`src/rtl/multi_list_store_engine_core_assert.svh`:
```
// assertion macros for the list store engine
`ifndef MULTI_LIST_STORE_ENGINE_CORE_ASSERT_SVH
`define MULTI_LIST_STORE_ENGINE_CORE_ASSERT_SVH
`ifndef SYNTHESIS
`define MLSE_ASSERT(label, prop, msg) \
  label: assert property (@(posedge clk_i) disable iff (!rst_ni) prop) else $error(msg);
`define MLSE_ASSERT_NEXT(label, pre, post, msg) \
  label: assert property (@(posedge clk_i) disable iff (!rst_ni) (pre) |=> (post)) else $error(msg);
`else
`define MLSE_ASSERT(label, prop, msg)
`define MLSE_ASSERT_NEXT(label, pre, post, msg)
`endif
`endif

```
`src/rtl/mlse_ram.sv`:
```
`default_nettype none

module mlse_ram #(
  parameter int WIDTH = 32,
  parameter int DEPTH = 16,
  localparam int ADDR_W = (DEPTH > 1) ? $clog2(DEPTH) : 1
) (
  input  wire logic                  clk_i,
  input  wire logic                  we_i,
  input  wire logic [ADDR_W-1:0]     waddr_i,
  input  wire logic [WIDTH-1:0]      wdata_i,
  input  wire logic [ADDR_W-1:0]     raddr_i,
  output logic      [WIDTH-1:0]      rdata_o
);

  logic [WIDTH-1:0] mem_q [DEPTH];

  always_ff @(posedge clk_i) begin
    if (we_i) begin
      mem_q[waddr_i] <= wdata_i;
    end
    rdata_o <= mem_q[raddr_i];
  end

endmodule

`default_nettype wire

```
`config.mk`:
```
export PLATFORM = sky130hd
export DESIGN_NAME = mlse_ram
export DESIGN_NICKNAME = d
export VERILOG_FILES = /design/src/rtl/multi_list_store_engine_core_assert.svh /design/src/rtl/mlse_ram.sv
export SDC_FILE = /design/constraint.sdc
export NUM_CORES = 1
export LEC_CHECK = 0
export ABC_AREA = 1
export BUFFER_PORTS_ARGS = -buffer_cell sky130_fd_sc_hd__buf_2
export CORE_AREA = 2 2 219 221
export CTS_CLUSTER_DIAMETER = 200
export DETAILED_ROUTE_END_ITERATION = 7
export DIE_AREA = 0 0 221 223
export PLACE_DENSITY_LB_ADDON = 0.2
export SYNTH_ARGS = -nofsm -noshare
export SYNTH_HDL_FRONTEND = slang
export SYNTH_SLANG_ARGS = --single-unit
export TNS_END_PERCENT = 50
```
`constraint.sdc`:
```
create_clock -name clk_i -period 2.7 [get_ports clk_i]
set_input_delay 0.27 -clock clk_i [delete_from_list [all_inputs] [get_ports clk_i]]
set_output_delay 0.27 -clock clk_i [all_outputs]
set_load 0.005 [all_outputs]
```
* Word level (Yosys, flattened, before mapping)
Memory sizes are Yosys's and may differ from the RTL's. A register that Yosys moved wholly into a read port is not among the register bits.
Index checks and enable logic that the tools add are counted.
** Cells by class
- Muxes and demuxes :: 2
** Operators by type and width (count)
- 2-to-1 mux 1 bit :: 2
** Word-level totals
- Register bits :: 0
- Memory bits (writable) :: 512
- Input bits :: 42
- Output and inout port bits :: 32
- Logic and storage cells :: 3
- Memories kept :: 1
** Memories
- mem_q :: depth 16, bits a word 32, rd ports 1, clocked after Yosys merged registers in 1, wr ports 1, line mlse_ram.sv:16 : logic [WIDTH-1:0] mem_q [DEPTH];

* Longest topological paths before layout
- Word-level depth :: 2
- Gate-level depth with buffers :: 10
- Gate-level depth less buffers :: 7

* Worst setup path before layout
OpenSTA, ideal clock, no wires.
- Kind :: input to register
- Start :: in waddr_i[2]
- End :: mem mem_q[10][0] (enable)
- Library setup time :: 421 ps
- Arrival time :: 1842 ps
- Required time :: 2279 ps
- Setup slack :: 437 ps
- Stages :: 2
- Cells stage by stage :: nand3b_1 > nor2_1
** RTL lines
- start, declared :: line mlse_ram.sv:10 : input wire logic [ADDR_W-1:0] waddr_i,
- end, declared :: line mlse_ram.sv:16
Straight into the memory's write port.

==> results by group <==
Run status
  • Run status: complete, no violations

STA
  • Transition at the pin with the smallest max-transition slack: a little under 1 ns
  • Clock Skew: roughly 0.01 ns
  • Headroom to the max-slew limit: 33.78%
  • Setup violators final: 0
  • Period utilisation layout: between 50% and 60%
  • Setup tns final: 0 ns
  • Top achievable clock speed: slightly below 700 MHz
  • Setup slack after layout: between 1 and 1.5 ns
  • RSZ-0062 raised after global routing: false
  • Final slew viol count: 0
  • Minimum period implied by the final worst setup slack: between 1 and 1.5 ns
  • Hold violation total from the final report: 0

Drt
  • Pre-antenna DRT Iters: 5
  • Post-DRT Antenna Nets: 0
  • Total detailed-routing wirelength: roughly 52,000 µm
  • Wire length per cell after detailed routing: between 15 and 20 µm
  • 1st-iter DRT viols: roughly 1,100
  • Final routed DRC violation total: 0
  • Number of vias after detailed routing: around 14,000
  • Via/cell ratio: roughly 5.1

Hold path
  • Class of the most critical hold timing path: in -> reg
  • Origin of the worst min-delay path: wdata_i[0]

Synth
  • Mapped Avg Cell Area: ~11 µm²
  • Prevailing post-synth register cell: sky130_fd_sc_hd__edfxtp_1
  • Adder and majority cell fraction of the synthesized area: 0%
  • Top-area cell type share of the netlist area: roughly two thirds
  • Largest family of logic cells by synthesized area: simple AND/OR/NAND/NOR gates
  • Compound-Gate Fraction of Synth Area: 0%
  • Most frequent cells after synthesis: sky130_fd_sc_hd__nand2_1, sky130_fd_sc_hd__edfxtp_1, sky130_fd_sc_hd__inv_1, sky130_fd_sc_hd__nand3_1, sky130_fd_sc_hd__buf_2
  • Synth Cell Area: ~23,000 µm²
  • Top cells by area, synth: sky130_fd_sc_hd__edfxtp_1, sky130_fd_sc_hd__nand2_1, sky130_fd_sc_hd__nand3_1, sky130_fd_sc_hd__inv_1, sky130_fd_sc_hd__dfxtp_1
  • Warning count from the yosys run: 0
  • Post-synthesis cell type count: 15
  • Most numerous cell in the Yosys netlist: sky130_fd_sc_hd__nand2_1
  • Xor and xnor area share after synthesis: 0%
  • Simple-gate area share of the yosys netlist: between 20% and 30%
  • Sequential-to-total area share from yosys stat: a little over two thirds
  • Top cell type by total area after synthesis: sky130_fd_sc_hd__edfxtp_1
  • Multiplexer share of the synthesized area: 0%
  • Net count of the mapped netlist: around 2,200
  • Number of synthesized register bits: 544
  • Gate count of the mapped netlist: around 2,100
  • Share of flip-flops with an asynchronous set or reset: 0%
  • Post-synth EDFFs: between 500 and 600

Floorplanning
  • Starting Density: 48.21%
  • Full die area: just under 50,000 µm²
  • Die Y: approximately 220 µm
  • Number of core rows: 80
  • Placeable core region: 47,150 µm²
  • I/O pin cnt: 74
  • Die width: around 220 µm

Global routing
  • Met1 Use GR: about 29%
  • Number of antenna violations at the first check in global routing: 0
  • Total grt overflow: 0
  • Most used routing layer in global routing: met2
  • Via count of the first global-routing pass: between 10,000 and 15,000
  • GR Layer Usage met3: 3.200%
  • GR Util All Layers: around 21%
  • Wire length of the first global-routing pass: between 80,000 and 90,000 µm
  • Largest net degree at the start of global routing: about 120
  • Global-route met2 utilization: a little over a third

Clock tree
  • Depth of the CTS H-tree: 2
  • Post-CTS Setup Repair Bufs: 0
  • Post-CTS Resized: 0
  • # clock sinks: around 540
  • Clock slew at the register clock pins of the worst setup and hold paths: 0.06 ns
  • Hold Buf Count CTS: 0
  • CTS tree: built
  • Buffers from clock root to sink, at most: 3
  • Total CTS buffers: 57
  • Root buffer selected by CTS: sky130_fd_sc_hd__clkbuf_16
  • Source-to-sink clock delay at the later pin of the worst-skew pair: about 0.61 ns

Final layout
  • Diodes inserted: 0
  • Filler Cells Inserted: 3,998
  • Ratio of cells with drive above 1 in the final layout: about 9%
  • Area Overhead vs Synth: 12.36%
  • Net total in the final layout: ~2,200

Pwr
  • IR drop worst, VDD: 0.5505 mV
  • Clock group share of total power: approximately 41%
  • Relative contribution of combinational cells to total power: 5.9%
  • Internal portion of total power: 14.05 mW
  • Leak pwr: 10.86 nW
  • Switching Fraction: 21.96%
  • Power dissipated by switching net loads: approximately 4 mW
  • Sequential share of power: between 50% and 60%
  • Pwr Density: around 700 nW/µm²

Setup path
  • Number of buffer and inverter instances along the worst setup path: 3
  • Critical-path top delay cell: sky130_fd_sc_hd__inv_8
  • Nature of the critical path endpoint: register
  • Crit-path cells: clkbuf_8 > inv_8 > buf_12 > nand2_1 > nand3_1 > nand3_1 > nand3_1 > nand2_1
  • Maximum net fanout on the critical path: just over 80
  • Launch point of the worst reg-to-reg path: mem_q[8][7]
  • Class of the most critical setup path: in -> reg
  • Cell repeated most along the worst path: sky130_fd_sc_hd__nand3_1
  • CP startpoint kind: input port
  • Crit path max-delay family: buffers and inverters
  • Required time at the endpoint of the critical path: 3.18 ns
  • Crit path largest cell delay: about 0.42 ns
  • Worst setup path start: raddr_i[0]
  • Critical path arrival: 1.93 ns

Placement
  • Count of input and output buffers: between 70 and 80
  • Worst slack, placed: about 0.66 ns
  • Half-perimeter wire length after placement: ~27,000 µm
  • Final Wtd Congestion: between 0.7 and 0.8

Flow run
  • Reported max-cap violation count: 0
cell families (layout without fill, tap and decap cells):
family	Yosys count	in the layout
buffers and inverters	495	605
flip-flops	544	544
AND/OR/NAND/NOR	1081	1081
registers in the layout, indices dropped and copies added, names as in the netlist:
register,flops
mem_q,512
rdata_o,32
per-layer routing:
metal,vias to the layer above,wire (µm)
met5,-,0
met4,0,1137
met3,89,2547
met2,356,25280
met1,7070,23490
li1,6975,-
metrics by stage:
step	power, mW	cells	hold slack, ns	cell area (µm²)	utilization [%]
floorplan	10.31	2120	0.3689	22730	-
global placement	10.73	2739	0.6400	23770	50.42
detailed placement	10.74	2739	0.6400	23770	50.42
CTS	18.15	2845	0.006362	25540	54.17
global route	18.58	2845	0.02985	25540	54.17
finish	18.00	2845	0.03049	25540	54.17
cell usage in the layout (no fill, tap or decap):
master | synthesis | layout
sky130_fd_sc_hd__buf_12 | 1 | 16
sky130_fd_sc_hd__buf_2 | 41 | 71
sky130_fd_sc_hd__buf_4 | 6 | 21
sky130_fd_sc_hd__bufinv_16 | 0 | 3
sky130_fd_sc_hd__clkbuf_1 | 14 | 13
sky130_fd_sc_hd__clkbuf_16 | 0 | 59
sky130_fd_sc_hd__clkbuf_8 | 0 | 3
sky130_fd_sc_hd__clkinv_1 | 0 | 22
sky130_fd_sc_hd__clkinv_2 | 0 | 5
sky130_fd_sc_hd__clkinvlp_4 | 0 | 1
sky130_fd_sc_hd__dfxtp_1 | 32 | 32
sky130_fd_sc_hd__edfxtp_1 | 512 | 512
sky130_fd_sc_hd__inv_1 | 388 | 386
sky130_fd_sc_hd__inv_2 | 1 | 2
sky130_fd_sc_hd__inv_4 | 1 | 1
sky130_fd_sc_hd__inv_6 | 0 | 1
sky130_fd_sc_hd__inv_8 | 0 | 1
sky130_fd_sc_hd__nand2_1 | 677 | 677
sky130_fd_sc_hd__nand3_1 | 385 | 385
sky130_fd_sc_hd__nand3b_1 | 2 | 2
sky130_fd_sc_hd__nor2_1 | 17 | 1
sky130_fd_sc_hd__nor2_4 | 0 | 16
path summary, 6_finish.rpt:
kind            endpoint  slack (ns)  depth (start not counted)
max reg2reg   rdata_o[7]        1.64                          6
min reg2reg  rdata_o[26]        0.66                          6
max           rdata_o[7]        1.25                          8
min          mem_q[3][0]        0.03                          1
layout make-up:
type / count / area [µm²] / area share [%]
multi-input combinational: 1081 / 4667 / 18.27
tap: 615 / 769.5 / 3.013
sequential: 544 / 16020 / 62.71
timing repair buffer: 109 / 847.1 / 3.317
inverter: 390 / 1474 / 5.771
clock inverter: 32 / 214.0 / 0.8377
clock buffer: 74 / 1553 / 6.080
power by group through the flow:
stage | combinational (mW) | sequential (mW) | clock [mW]
finish | 1.07 | 9.49 | 7.44
global route | 1.19 | 9.50 | 7.88
CTS | 1.08 | 9.49 | 7.58
detailed placement | 1.08 | 9.67 | 0
global placement | 1.06 | 9.67 | 0
floorplan | 0.644 | 9.67 | 0
Note: power is estimated with default switching activity, not from simulation.
